===== src/rtl/pcpg_pkg.sv =====
// ----------------------------------------------------------------------------
// pcpg_pkg
// Shared constants, types and shape tables of the parametric curve point
// generator, with the quarter-wave sine contents built at elaboration.
// ----------------------------------------------------------------------------
package pcpg_pkg;

   // Sine table: phases per full turn (power of two) and fraction bits
   localparam int TABLE_ENTRIES = 256;
   localparam int FRAC_BITS     = 14;

   localparam int PHASE_W   = $clog2(TABLE_ENTRIES);
   localparam int QUARTER   = TABLE_ENTRIES / 4;
   localparam int ROM_DEPTH = QUARTER + 1;
   localparam int ROM_AW    = $clog2(ROM_DEPTH);
   localparam int FILL_W    = $clog2(ROM_DEPTH + 1);

   // Field widths
   localparam int STEP_W   = 8;
   localparam int SHAPE_W  = 3;
   localparam int CENTER_W = 11;
   localparam int PIX_W    = 13;
   localparam int CSR_AW   = 2;
   localparam int CSR_DW   = CENTER_W;
   localparam int REQ_DW   = 8;
   localparam int RSP_DW   = 56;

   // Datapath widths
   localparam int MAG_W     = FRAC_BITS + 1;        // |sin| up to 1.0
   localparam int SIN_W     = FRAC_BITS + 2;        // signed sine
   localparam int T_W       = FRAC_BITS + 6;        // t below 12*pi
   localparam int BASE_W    = FRAC_BITS + 7;        // unscaled point
   localparam int SCALE_W   = 7;
   localparam int SCALED_W  = BASE_W + SCALE_W + 1;
   localparam int VAL_W     = SCALED_W + 1;
   localparam int TURN_W    = 2;
   localparam int LOG_W     = 4;
   localparam int KP_W      = STEP_W + TURN_W;      // k * turns
   localparam int KT_W      = KP_W + 1;             // k * 2 * turns
   localparam int PI_W      = 32;
   localparam int TPROD_W   = KT_W + PI_W;
   localparam int T_SHIFT   = 30 - FRAC_BITS;
   localparam int SHAMT_W   = 6;

   localparam logic [PI_W-1:0] PI_Q30      = 32'd3373259426;
   localparam logic [63:0]     HALF_PI_Q30 = 64'd1686629713;

   // Shape codes
   localparam logic [SHAPE_W-1:0] SHAPE_ASTROID = 3'd0;
   localparam logic [SHAPE_W-1:0] SHAPE_CYCLOID = 3'd1;
   localparam logic [SHAPE_W-1:0] SHAPE_HUYGENS = 3'd2;
   localparam logic [SHAPE_W-1:0] SHAPE_HYPO    = 3'd3;
   localparam logic [SHAPE_W-1:0] SHAPE_LINE    = 3'd4;
   localparam logic [SHAPE_W-1:0] SHAPE_CIRCLE  = 3'd5;

   // Register indexes
   localparam logic [CSR_AW-1:0] REG_SHAPE    = 2'd0;
   localparam logic [CSR_AW-1:0] REG_CENTER_X = 2'd1;
   localparam logic [CSR_AW-1:0] REG_CENTER_Y = 2'd2;

   // Sine lookup request from the sequencer
   typedef struct packed {
      logic               rd_en;
      logic [PHASE_W-1:0] phase;
   } sine_req_type;

   typedef logic [MAG_W-1:0] sine_rom_type [ROM_DEPTH];

   // Taylor series divisors (2n)(2n+1)
   localparam logic [63:0] TAYLOR_DIV [10] = '{
      64'd6, 64'd20, 64'd42, 64'd72, 64'd110,
      64'd156, 64'd210, 64'd272, 64'd342, 64'd420};

   // Quarter-wave sine in Q30 by truncated Taylor steps, rounded to FRAC_BITS
   function automatic logic [MAG_W-1:0] quarter_sine(input int unsigned q);
      logic [63:0] x;
      logic [63:0] x2;
      logic [63:0] term;
      longint      sum;
      longint      r;
      int          n;
      x    = (64'(q) * HALF_PI_Q30) / QUARTER;
      x2   = (x * x) >> 30;
      term = x;
      sum  = longint'(x);
      for (n = 0; n < 10; n++) begin
         term = (term * x2) >> 30;
         term = term / TAYLOR_DIV[n];
         if ((n & 1) == 0) begin
            sum = sum - longint'(term);
         end else begin
            sum = sum + longint'(term);
         end
      end
      if (sum < 0) begin
         sum = 0;
      end
      r = (sum + (longint'(1) <<< (29 - FRAC_BITS))) >>> (30 - FRAC_BITS);
      if (r > (longint'(1) <<< FRAC_BITS)) begin
         r = longint'(1) <<< FRAC_BITS;
      end
      return r[MAG_W-1:0];
   endfunction

   function automatic sine_rom_type build_sine_rom();
      sine_rom_type rom;
      int           q;
      for (q = 0; q < ROM_DEPTH; q++) begin
         rom[q] = quarter_sine(q);
      end
      return rom;
   endfunction

   localparam sine_rom_type SINE_ROM = build_sine_rom();

   // Turns of the table per curve interval
   function automatic logic [TURN_W-1:0] shape_turns(input logic [SHAPE_W-1:0] shape);
      unique case (shape)
         SHAPE_ASTROID: return 2'd1;
         SHAPE_CYCLOID: return 2'd3;
         SHAPE_HUYGENS: return 2'd2;
         SHAPE_HYPO:    return 2'd1;
         SHAPE_LINE:    return 2'd1;
         SHAPE_CIRCLE:  return 2'd1;
         default:       return 2'd0;
      endcase
   endfunction

   // log2 of the step count
   function automatic logic [LOG_W-1:0] shape_steps_log(input logic [SHAPE_W-1:0] shape);
      unique case (shape)
         SHAPE_CYCLOID: return 4'd7;
         SHAPE_CIRCLE:  return 4'd7;
         default:       return 4'd8;
      endcase
   endfunction

   function automatic logic [SCALE_W-1:0] shape_scale(input logic [SHAPE_W-1:0] shape);
      unique case (shape)
         SHAPE_ASTROID: return 7'd80;
         SHAPE_CYCLOID: return 7'd6;
         SHAPE_HUYGENS: return 7'd16;
         SHAPE_HYPO:    return 7'd12;
         SHAPE_LINE:    return 7'd5;
         SHAPE_CIRCLE:  return 7'd50;
         default:       return 7'd0;
      endcase
   endfunction

   function automatic logic shape_valid(input logic [SHAPE_W-1:0] shape);
      return (shape == SHAPE_ASTROID) || (shape == SHAPE_CYCLOID) ||
             (shape == SHAPE_HUYGENS) || (shape == SHAPE_HYPO) ||
             (shape == SHAPE_LINE) || (shape == SHAPE_CIRCLE);
   endfunction

endpackage


===== src/rtl/pcpg_ram.sv =====
// ----------------------------------------------------------------------------
// pcpg_ram
// Generic single-write, single-read synchronous RAM with registered read.
// ----------------------------------------------------------------------------
module pcpg_ram #(
   parameter int WIDTH = 16,
   parameter int DEPTH = 64
) (
   input  logic                     clock,
   input  logic                     wr_en,
   input  logic [$clog2(DEPTH)-1:0] wr_addr,
   input  logic [WIDTH-1:0]         wr_data,
   input  logic                     rd_en,
   input  logic [$clog2(DEPTH)-1:0] rd_addr,
   output logic [WIDTH-1:0]         rd_data
);

   logic [WIDTH-1:0] mem [DEPTH];
   logic [WIDTH-1:0] rd_data_ff;

   always_ff @(posedge clock) begin
      if (wr_en) begin
         mem[wr_addr] <= wr_data;
      end
      if (rd_en) begin
         rd_data_ff <= mem[rd_addr];
      end
   end

   assign rd_data = rd_data_ff;

endmodule


===== src/rtl/pcpg_sine.sv =====
// ----------------------------------------------------------------------------
// pcpg_sine
// Quarter-wave sine memory: filled once after reset, then folds a full-turn
// phase onto the quarter and returns the signed sine in the following cycle.
// ----------------------------------------------------------------------------
module pcpg_sine (
   input  logic                                  clock,
   input  logic                                  reset,
   input  pcpg_pkg::sine_req_type                sin_req,
   output logic                                  fill_done,
   output logic signed [pcpg_pkg::SIN_W-1:0]     sin_value
);
   import pcpg_pkg::*;

   logic [FILL_W-1:0]  fill_ff;
   logic [FILL_W-1:0]  fill_in;
   logic               filling;
   logic [1:0]         quad;
   logic [ROM_AW-1:0]  rem;
   logic [ROM_AW-1:0]  rd_addr;
   logic               neg_ff;
   logic               neg_in;
   logic [MAG_W-1:0]   rd_data;
   logic signed [SIN_W-1:0] mag_s;

   // Fill sweep, one entry per cycle
   assign filling = (fill_ff != FILL_W'(ROM_DEPTH));
   assign fill_in = filling ? fill_ff + 1'b1 : fill_ff;
   assign fill_done = !filling;

   always_ff @(posedge clock) begin
      if (reset) begin
         fill_ff <= '0;
      end else begin
         fill_ff <= fill_in;
      end
   end

   // Fold phase: odd quadrants mirror, upper half negates
   assign quad    = sin_req.phase[PHASE_W-1 -: 2];
   assign rem     = ROM_AW'(sin_req.phase[PHASE_W-3:0]);
   assign rd_addr = quad[0] ? ROM_AW'(QUARTER) - rem : rem;
   assign neg_in  = sin_req.rd_en ? quad[1] : neg_ff;

   always_ff @(posedge clock) begin
      neg_ff <= neg_in;
   end

   pcpg_ram #(
      .WIDTH (MAG_W),
      .DEPTH (ROM_DEPTH)
   ) u_rom (
      .clock   (clock),
      .wr_en   (filling),
      .wr_addr (fill_ff[ROM_AW-1:0]),
      .wr_data (SINE_ROM[fill_ff[ROM_AW-1:0]]),
      .rd_en   (sin_req.rd_en),
      .rd_addr (rd_addr),
      .rd_data (rd_data)
   );

   assign mag_s     = $signed({1'b0, rd_data});
   assign sin_value = neg_ff ? -mag_s : mag_s;

endmodule


===== src/rtl/parametric_curve_point_generator.sv =====
// ----------------------------------------------------------------------------
// parametric_curve_point_generator
// Works out one pixel of the selected curve per step index and emits it
// together with the previous in-range pixel as one line segment.
//
//   channel | dir | payload                                   | handshake
//   req     | in  | tdata: step_index                         | tvalid/tready
//   rsp     | out | tdata: pixel x/y, prev x/y; tuser; tlast  | tvalid/tready
//   csr     | in  | shape_select, center_x, center_y          | csr_wr_en
//
// An item runs from accept through four reads of the sine memory, then the
// base, scale and pixel steps; the astroid adds four passes through the
// shared multiplier. The next item is taken only after the pixel step.
// After reset the sine memory is filled, all ROM_DEPTH (65) entries, with
// req_tready low; csr writes are taken during that time.
// A new item is taken while a result waits in the output register; a
// stalled rsp side holds the block only in its final pixel step.
// ----------------------------------------------------------------------------
module parametric_curve_point_generator (
   input  logic                              clock,
   input  logic                              reset,
   // csr
   input  logic                              csr_wr_en,
   input  logic [pcpg_pkg::CSR_AW-1:0]       csr_addr,
   input  logic [pcpg_pkg::CSR_DW-1:0]       csr_wdata,
   // req: tdata = step_index[7:0]
   input  logic                              req_tvalid,
   output logic                              req_tready,
   input  logic [pcpg_pkg::REQ_DW-1:0]       req_tdata,
   // rsp: tdata = pixel_x, pixel_y, prev_pixel_x, prev_pixel_y, zero fill
   output logic                              rsp_tvalid,
   input  logic                              rsp_tready,
   output logic [pcpg_pkg::RSP_DW-1:0]       rsp_tdata,
   output logic                              rsp_tuser,   // in_range
   output logic                              rsp_tlast    // last_point
);
   import pcpg_pkg::*;

   typedef enum logic [12:0] {
      S_IDLE  = 13'b0000000000001,
      S_C     = 13'b0000000000010,
      S_S     = 13'b0000000000100,
      S_CM    = 13'b0000000001000,
      S_SM    = 13'b0000000010000,
      S_LAST  = 13'b0000000100000,
      S_M0    = 13'b0000001000000,
      S_M1    = 13'b0000010000000,
      S_M2    = 13'b0000100000000,
      S_M3    = 13'b0001000000000,
      S_BASE  = 13'b0010000000000,
      S_SCALE = 13'b0100000000000,
      S_PIX   = 13'b1000000000000
   } state_type;

   // Truncate a Q value toward zero to a 13-bit pixel
   function automatic logic [PIX_W-1:0] to_pixel(input logic signed [VAL_W-1:0] v);
      logic [VAL_W-1:0] mag;
      logic [VAL_W-1:0] q;
      mag = v[VAL_W-1] ? VAL_W'(-v) : VAL_W'(v);
      q   = mag >> FRAC_BITS;
      return v[VAL_W-1] ? -q[PIX_W-1:0] : q[PIX_W-1:0];
   endfunction

   state_type state_ff, state_in;

   logic [SHAPE_W-1:0]  shape_ff, shape_in;
   logic [CENTER_W-1:0] center_x_ff, center_x_in;
   logic [CENTER_W-1:0] center_y_ff, center_y_in;

   logic [STEP_W-1:0]   k_ff, k_in;
   logic [T_W-1:0]      t_ff, t_in;
   logic signed [SIN_W-1:0] c_ff, c_in, s_ff, s_in, cm_ff, cm_in, sm_ff, sm_in;
   logic [MAG_W-1:0]    sq_ff, sq_in;
   logic signed [SIN_W-1:0] cube_x_ff, cube_x_in, cube_y_ff, cube_y_in;
   logic signed [BASE_W-1:0] base_x_ff, base_x_in, base_y_ff, base_y_in;
   logic signed [SCALED_W-1:0] scaled_x_ff, scaled_x_in, scaled_y_ff, scaled_y_in;
   logic [PIX_W-1:0]    held_x_ff, held_x_in, held_y_ff, held_y_in;

   logic                rsp_valid_ff, rsp_valid_in;
   logic [PIX_W-1:0]    px_ff, px_in, py_ff, py_in, prx_ff, prx_in, pry_ff, pry_in;
   logic                inr_ff, inr_in, last_ff, last_in;

   logic                req_accept;
   logic                out_free;
   logic                fill_done;
   sine_req_type        sin_req;
   logic signed [SIN_W-1:0] sin_value;

   logic [TURN_W-1:0]   turns;
   logic [LOG_W-1:0]    steps_log;
   logic [SCALE_W-1:0]  scale;
   logic                valid_shape;
   logic [KP_W-1:0]     kt;
   logic [KP_W+PHASE_W-1:0] phase_full;
   logic [PHASE_W-1:0]  p, mp;
   logic [KT_W-1:0]     kt2;
   logic [TPROD_W-1:0]  tprod;
   logic [SHAMT_W-1:0]  t_shamt;

   logic [MAG_W-1:0]    abs_c, abs_s;
   logic [MAG_W-1:0]    mul_a, mul_b;
   logic [2*MAG_W-1:0]  mul_p;
   logic [MAG_W-1:0]    mul_q;
   logic signed [SIN_W-1:0] mul_q_s;

   logic signed [BASE_W-1:0] c_w, s_w, cm_w, sm_w, t_w, one_w;
   logic signed [SCALE_W:0]  scale_s;
   logic signed [VAL_W-1:0]  cen_x_w, cen_y_w, v_x, v_y;
   logic [PIX_W-1:0]    pix_x, pix_y;
   logic                inr_w, last_w;
   logic [STEP_W:0]     k_ext;

   // Shape lookups
   assign turns       = shape_turns(shape_ff);
   assign steps_log   = shape_steps_log(shape_ff);
   assign scale       = shape_scale(shape_ff);
   assign valid_shape = shape_valid(shape_ff);

   // Table phase p = k * turns * TABLE_ENTRIES / steps, wrapped
   assign kt         = KP_W'(k_ff) * KP_W'(turns);
   assign phase_full = {kt, {PHASE_W{1'b0}}} >> steps_log;
   assign p          = phase_full[PHASE_W-1:0];
   assign mp         = (shape_ff == SHAPE_HUYGENS) ? p + (p << 1) : (p << 1);

   // t = k * 2 * turns * pi / steps, in Q FRAC_BITS
   assign kt2     = {kt, 1'b0};
   assign tprod   = TPROD_W'(kt2) * TPROD_W'(PI_Q30);
   assign t_shamt = SHAMT_W'(steps_log) + SHAMT_W'(T_SHIFT);
   assign t_in    = (state_ff == S_C) ? T_W'(tprod >> t_shamt) : t_ff;

   // Handshake
   assign req_accept = req_tvalid && req_tready;
   assign req_tready = (state_ff == S_IDLE) && fill_done;
   assign out_free   = !rsp_valid_ff || rsp_tready;

   // Configuration writes
   always_comb begin
      shape_in    = shape_ff;
      center_x_in = center_x_ff;
      center_y_in = center_y_ff;
      if (csr_wr_en) begin
         unique case (csr_addr)
            REG_SHAPE:    shape_in    = csr_wdata[SHAPE_W-1:0];
            REG_CENTER_X: center_x_in = csr_wdata[CENTER_W-1:0];
            REG_CENTER_Y: center_y_in = csr_wdata[CENTER_W-1:0];
            default: ;
         endcase
      end
   end

   // Sine memory reads: cos p, sin p, cos mp, sin mp
   always_comb begin
      sin_req.rd_en = 1'b1;
      sin_req.phase = p;
      unique case (state_ff)
         S_C:     sin_req.phase = p + PHASE_W'(QUARTER);
         S_S:     sin_req.phase = p;
         S_CM:    sin_req.phase = mp + PHASE_W'(QUARTER);
         S_SM:    sin_req.phase = mp;
         default: sin_req.rd_en = 1'b0;
      endcase
   end

   pcpg_sine u_sine (
      .clock     (clock),
      .reset     (reset),
      .sin_req   (sin_req),
      .fill_done (fill_done),
      .sin_value (sin_value)
   );

   // Capture of read data in the state after each read
   assign c_in  = (state_ff == S_S)    ? sin_value : c_ff;
   assign s_in  = (state_ff == S_CM)   ? sin_value : s_ff;
   assign cm_in = (state_ff == S_SM)   ? sin_value : cm_ff;
   assign sm_in = (state_ff == S_LAST) ? sin_value : sm_ff;

   // Shared multiplier for the astroid cubes
   assign abs_c = MAG_W'(c_ff[SIN_W-1] ? -c_ff : c_ff);
   assign abs_s = MAG_W'(s_ff[SIN_W-1] ? -s_ff : s_ff);

   always_comb begin
      mul_a = abs_c;
      mul_b = abs_c;
      unique case (state_ff)
         S_M1:    mul_a = sq_ff;
         S_M2: begin
            mul_a = abs_s;
            mul_b = abs_s;
         end
         S_M3: begin
            mul_a = sq_ff;
            mul_b = abs_s;
         end
         default: ;
      endcase
   end

   assign mul_p   = mul_a * mul_b;
   assign mul_q   = mul_p[FRAC_BITS +: MAG_W];
   assign mul_q_s = $signed({1'b0, mul_q});

   assign sq_in     = ((state_ff == S_M0) || (state_ff == S_M2)) ? mul_q : sq_ff;
   assign cube_x_in = (state_ff == S_M1) ? (c_ff[SIN_W-1] ? -mul_q_s : mul_q_s) : cube_x_ff;
   assign cube_y_in = (state_ff == S_M3) ? (s_ff[SIN_W-1] ? -mul_q_s : mul_q_s) : cube_y_ff;

   // Unscaled point per shape
   assign c_w   = BASE_W'(c_ff);
   assign s_w   = BASE_W'(s_ff);
   assign cm_w  = BASE_W'(cm_ff);
   assign sm_w  = BASE_W'(sm_ff);
   assign t_w   = $signed(BASE_W'(t_ff));
   assign one_w = $signed(BASE_W'(1) << FRAC_BITS);

   always_comb begin
      base_x_in = base_x_ff;
      base_y_in = base_y_ff;
      if (state_ff == S_BASE) begin
         unique case (shape_ff)
            SHAPE_ASTROID: begin
               base_x_in = BASE_W'(cube_x_ff);
               base_y_in = BASE_W'(cube_y_ff);
            end
            SHAPE_CYCLOID: begin
               base_x_in = one_w - c_w;
               base_y_in = t_w - s_w;
            end
            SHAPE_HUYGENS: begin
               base_x_in = (c_w <<< 1) + c_w - cm_w;
               base_y_in = (s_w <<< 1) + s_w - sm_w;
            end
            SHAPE_HYPO: begin
               base_x_in = (c_w <<< 1) + cm_w;
               base_y_in = (s_w <<< 1) - sm_w;
            end
            SHAPE_LINE: begin
               base_x_in = one_w - t_w;
               base_y_in = one_w - t_w;
            end
            SHAPE_CIRCLE: begin
               base_x_in = c_w;
               base_y_in = s_w;
            end
            default: begin
               base_x_in = '0;
               base_y_in = '0;
            end
         endcase
      end
   end

   // Shape scale
   assign scale_s     = $signed({1'b0, scale});
   assign scaled_x_in = (state_ff == S_SCALE) ?
                        SCALED_W'(base_x_ff) * SCALED_W'(scale_s) : scaled_x_ff;
   assign scaled_y_in = (state_ff == S_SCALE) ?
                        SCALED_W'(base_y_ff) * SCALED_W'(scale_s) : scaled_y_ff;

   // Center offset and truncation to pixels
   assign cen_x_w = $signed(VAL_W'({center_x_ff, {FRAC_BITS{1'b0}}}));
   assign cen_y_w = $signed(VAL_W'({center_y_ff, {FRAC_BITS{1'b0}}}));
   assign v_x     = VAL_W'(scaled_x_ff) + cen_x_w;
   assign v_y     = VAL_W'(scaled_y_ff) + cen_y_w;
   assign pix_x   = to_pixel(v_x);
   assign pix_y   = to_pixel(v_y);

   // Range flags
   assign k_ext  = (STEP_W+1)'(k_ff);
   assign inr_w  = valid_shape && ((k_ext >> steps_log) == '0);
   assign last_w = valid_shape && (k_ext == (((STEP_W+1)'(1) << steps_log) - 1'b1));

   // Output register and held segment start
   always_comb begin
      rsp_valid_in = rsp_valid_ff && !rsp_tready;
      px_in        = px_ff;
      py_in        = py_ff;
      prx_in       = prx_ff;
      pry_in       = pry_ff;
      inr_in       = inr_ff;
      last_in      = last_ff;
      held_x_in    = held_x_ff;
      held_y_in    = held_y_ff;
      if ((state_ff == S_PIX) && out_free) begin
         rsp_valid_in = 1'b1;
         px_in        = pix_x;
         py_in        = pix_y;
         inr_in       = inr_w;
         last_in      = last_w;
         if (inr_w && (k_ff == '0)) begin
            prx_in = pix_x;
            pry_in = pix_y;
         end else begin
            prx_in = held_x_ff;
            pry_in = held_y_ff;
         end
         if (inr_w) begin
            held_x_in = pix_x;
            held_y_in = pix_y;
         end
      end
   end

   assign k_in = req_accept ? req_tdata[STEP_W-1:0] : k_ff;

   // Sequencer
   always_comb begin
      state_in = state_ff;
      unique case (state_ff)
         S_IDLE:  if (req_accept) state_in = S_C;
         S_C:     state_in = S_S;
         S_S:     state_in = S_CM;
         S_CM:    state_in = S_SM;
         S_SM:    state_in = S_LAST;
         S_LAST:  state_in = (shape_ff == SHAPE_ASTROID) ? S_M0 : S_BASE;
         S_M0:    state_in = S_M1;
         S_M1:    state_in = S_M2;
         S_M2:    state_in = S_M3;
         S_M3:    state_in = S_BASE;
         S_BASE:  state_in = S_SCALE;
         S_SCALE: state_in = S_PIX;
         S_PIX:   if (out_free) state_in = S_IDLE;
         default: state_in = S_IDLE;
      endcase
   end

   // Control registers
   always_ff @(posedge clock) begin
      if (reset) begin
         state_ff     <= S_IDLE;
         shape_ff     <= SHAPE_ASTROID;
         center_x_ff  <= CENTER_W'(200);
         center_y_ff  <= CENTER_W'(200);
         held_x_ff    <= '0;
         held_y_ff    <= '0;
         rsp_valid_ff <= 1'b0;
      end else begin
         state_ff     <= state_in;
         shape_ff     <= shape_in;
         center_x_ff  <= center_x_in;
         center_y_ff  <= center_y_in;
         held_x_ff    <= held_x_in;
         held_y_ff    <= held_y_in;
         rsp_valid_ff <= rsp_valid_in;
      end
   end

   // Payload registers
   always_ff @(posedge clock) begin
      k_ff        <= k_in;
      t_ff        <= t_in;
      c_ff        <= c_in;
      s_ff        <= s_in;
      cm_ff       <= cm_in;
      sm_ff       <= sm_in;
      sq_ff       <= sq_in;
      cube_x_ff   <= cube_x_in;
      cube_y_ff   <= cube_y_in;
      base_x_ff   <= base_x_in;
      base_y_ff   <= base_y_in;
      scaled_x_ff <= scaled_x_in;
      scaled_y_ff <= scaled_y_in;
      px_ff       <= px_in;
      py_ff       <= py_in;
      prx_ff      <= prx_in;
      pry_ff      <= pry_in;
      inr_ff      <= inr_in;
      last_ff     <= last_in;
   end

   assign rsp_tvalid = rsp_valid_ff;
   assign rsp_tdata  = {(RSP_DW - 4*PIX_W)'(0), pry_ff, prx_ff, py_ff, px_ff};
   assign rsp_tuser  = inr_ff;
   assign rsp_tlast  = last_ff;

endmodule


===== config.mk =====
export PLATFORM = sky130hd
export DESIGN_NAME = parametric_curve_point_generator
export DESIGN_NICKNAME = d
export VERILOG_FILES = /design/src/rtl/pcpg_pkg.sv /design/src/rtl/pcpg_ram.sv /design/src/rtl/pcpg_sine.sv /design/src/rtl/parametric_curve_point_generator.sv
export SDC_FILE = /design/constraint.sdc
export NUM_CORES = 2
export LEC_CHECK = 0
export BUFFER_PORTS_ARGS = -buffer_cell sky130_fd_sc_hd__buf_4
export CORE_MARGIN = 5
export CORE_UTILIZATION = 35
export CTS_CLUSTER_DIAMETER = 120
export CTS_CLUSTER_SIZE = 12
export DETAILED_ROUTE_END_ITERATION = 6
export GPL_TIMING_DRIVEN = 0
export RECOVER_POWER = 100
export SYNTH_ARGS = -nofsm -noshare
export SYNTH_HDL_FRONTEND = slang
export SYNTH_SLANG_ARGS = --single-unit

===== constraint.sdc =====
create_clock -name clock -period 16.3 [get_ports clock]
set_input_delay 0.815 -clock clock [delete_from_list [all_inputs] [get_ports clock]]
set_output_delay 0.815 -clock clock [all_outputs]
set_load 0.02 [all_outputs]

==> out/qor.tcl <==
set qor(placed_area_um2) 90790
set qor(num-nets-final) 8668
set qor(detailroute.via_count) 60450
set qor(ios) 86
set qor(placement_rows) 180
set qor(post-route-util_pct) 38.74
set qor(post_route_cells_drive_above_1_share_pct) 4.392
set qor(violations) {design-rule violations, max-capacitance violations, max-slew violations}
set qor(route.antenna.remaining_nets) 0
set qor(wl_per_cell_um) 24.16
set qor(die-width_um) 502.4
set qor(irDropWorstVdd_uv) 109.8
set qor(crit_path_frequent_cell) {sky130_fd_sc_hd__clkbuf_1}
set qor(synthesis.instances) 7377
set qor(fmax_mhz) 77.42
set qor(static-leakage-power_nw) 35.22
set qor(post_synth_instance_area_um2) 84860
set qor(synth_edf_count) 1284
set qor(tritoncts) {built}
set qor(synth.lib_cells_used.distinct) 99
set qor(clock-sinks) 1356
set qor(timing.hold.worst.class) {primary input to flop}
set qor(buffer_ports.inserted) 80
set qor(cts_repair_resize_count) 0
set qor(place.detailed.hpwl_um) 199300
set qor(hold-worst-slack_ps) 185.7
set qor(clk_transition_reported_paths_ps) 70
set qor(remaining_design_rule_violation_count) 3
set qor(setup.worst_path.start_class) {flop}
set qor(postSynth.asyncResetShare_pct) 0
set qor(dp_cells) 10710
set qor(report.final.setup_viol) 0
set qor(via_per_inst) 5.543
set qor(synth-seq-area-share_pct) 47.14
set qor(initial_cell_density_of_the_core_pct) 35.21
set qor(worst_slack_ps) 3384
set qor(drv.max_cap_violation_count) 45
set qor(synth-seq-cells) 1356
set qor(detail_route.first_pass.iterations) 7
set qor(postCtsSetupBuffers) 0
set qor(timing.critical_path.buf_inv) 7
set qor(summed_negative_setup_slack_over_all_endpoints_ps) 0
set qor(critical_path_peak_fanout) 10
set qor(number_of_buffers_created_by_cts) 134
set qor(timing.final.max_slew_violations) 1155
set qor(power.total_mw) 8.871
set qor(critPathTopFamily) {buffers and inverters}
set qor(grt_antenna_before_repair) 11
set qor(worst-endpoint-arrival_ps) 13530
set qor(floorplan.die_area_um2) 252400
set qor(rsz0062_at_grt) {false}
set qor(design.core.area_um2) 241000
set qor(synth.yosys.warnings) 0
set qor(fill_cells) 23170
set qor(gp_congestion) 0.9662
set qor(cts.root.buffer_cell) {sky130_fd_sc_hd__clkbuf_16}
set qor(grt_first_pass_wirelength_um) 389900
set qor(final_clock_period_utilization_by_the_worst_path_pct) 79.24
set qor(avgSynthCellArea_um2) 11.50
set qor(grt_start_max_net_pins) 66
set qor(worst_clock_skew_on_the_final_layout_ps) 76.81
set qor(critPathCaptureType) {flop}
set qor(crit_type) {flop to flop}
set qor(final_global_route_overflow_total) 0
set qor(finish.cell_count_without_fillers) 10910
set qor(slew_headroom_pct) -193.4
set qor(crit_slowest_cell) {sky130_fd_sc_hd__clkbuf_1}
set qor(worst_slew_pin_slew_ps) 4355
set qor(final_area_um2) 93360
set qor(placement.setup.worst_slack_ps) 3766
set qor(clock_path_buffers) 3
set qor(gr-usage-all-layers_pct) 20.52
set qor(worst_path_largest_cell_delay_ps) 990
set qor(clk-insertion-delay-late_ps) 830
set qor(worst-endpoint-required_ps) 16920
set qor(dr.first_iter.drc_count) 6775
set qor(totalWireLength_um) 263500
set qor(run_status) {complete, but fails checks}
set qor(power_density_nw_per_um2) 95.02
set qor(fin_crit_ps) 12920
set qor(yosys_most_used_dff) {sky130_fd_sc_hd__edfxtp_1}
set qor(die_h_um) 502.4
set qor(htree_levels) 4
set qor(holdBufCountCts) 0
set qor(grt_pass1_vias) 60270
set qor(area_delta_synth_final_pct) 10.02
set qor(hold_viol_final) 0
==> synth_stat cells, drive strengths merged, types with 139 or more instances <==
master | number | area (µm²)
and2 | 244 | 1526
clkbuf | 268 | 1006
o21ai | 236 | 1192
ha | 481 | 6018
inv | 811 | 3044
nor2 | 431 | 1618
a21oi | 278 | 1391
edfxtp | 1284 | 38560
xnor2 | 228 | 2004
fa | 500 | 10010
nand2 | 680 | 2555
nor3 | 139 | 700.7
==> per-layer routing <==
metal  vias to the layer above  GRT usage, %  routed length, µm  share of wire, %
met2                      2800         32.46             118700                45
met5                         -             0                 29             0.011
met3                       587         3.583              22670               8.6
met4                         6         8.662              12940               4.9
met1                     30220         27.92             109200                41
li1                      26830             -                  -                 -
==> power by group <==
part,total (mW),internal (mW),switching (mW)
clock,2.89,1.53,1.37
sequential,3.91,3.90,0.00810
combinational,2.07,0.734,1.33
==> cell type report <==
type	instances	area (µm²)	share of cell area, %
flip-flops and latches	1356	40000	42.84
clock inverters	20	360.3	0.3860
clock buffers	174	3503	3.753
repair buffers	145	634.4	0.6795
multi-input cells	4886	40570	43.45
plain buffers	325	1252	1.342
well taps	3185	3985	4.269
inverters	813	3052	3.269
diodes	2	5.005	0.005361
==> cell families after synthesis <==
kind of cell | count (synthesis) | synth area share (%)
XOR/XNOR | 322 | 3.332
AND/OR/NAND/NOR | 2059 | 11.71
multiplexers | 189 | 3.256
flip-flops | 1356 | 47.14
adder cells (fa/ha/maj) | 982 | 18.90
other | 1 | 0.004419
AO/OA/AOI/OAI | 1330 | 10.58
buffers and inverters | 1138 | 5.080
==> path summary, 6_finish.rpt <==
| kind | to | slack, ps | startpoint | depth (start not counted) |
|---|---|---|---|---|
| setup / recovery | u_sine.u_rom.rd_data[5] | 3380 | shape_ff[2] | 27 |
| hold / removal | k_ff[3] | 190 | req_tdata[3] | 1 |
| setup reg to reg | u_sine.u_rom.rd_data[5] | 3380 | shape_ff[2] | 27 |
| hold reg to reg | held_y_ff[2] | 450 | held_y_ff[2] | 2 |
==> cells in the final DEF, fill, tap and decap left out, types with 68 or more instances in the layout <==
master,n
sky130_fd_sc_hd__edfxtp_1,1284
sky130_fd_sc_hd__inv_1,810
sky130_fd_sc_hd__nand2_1,679
sky130_fd_sc_hd__fa_1,500
sky130_fd_sc_hd__ha_1,481
sky130_fd_sc_hd__clkbuf_1,441
sky130_fd_sc_hd__nor2_1,431
sky130_fd_sc_hd__a21oi_1,277
sky130_fd_sc_hd__o21ai_0,229
sky130_fd_sc_hd__xnor2_1,226
sky130_fd_sc_hd__and2_1,226
sky130_fd_sc_hd__nor3_1,139
sky130_fd_sc_hd__clkbuf_16,134
sky130_fd_sc_hd__nand3_1,115
sky130_fd_sc_hd__and3_1,111
sky130_fd_sc_hd__a211oi_1,109
sky130_fd_sc_hd__o22ai_1,95
sky130_fd_sc_hd__o221ai_1,94
sky130_fd_sc_hd__xor2_1,93
sky130_fd_sc_hd__mux2i_1,84
sky130_fd_sc_hd__dfxtp_1,72
sky130_fd_sc_hd__nand2b_1,68
==> flip-flops by register name, indices dropped and copies added (netlist names), 20 cells and up <==
signal            flops
base_y_ff            21
scaled_y_ff          29
scaled_x_ff          29
base_x_ff            21
t_ff                 20
u_sine.u_rom.mem    975
No activity file was read; power rests on OpenSTA's default activity.
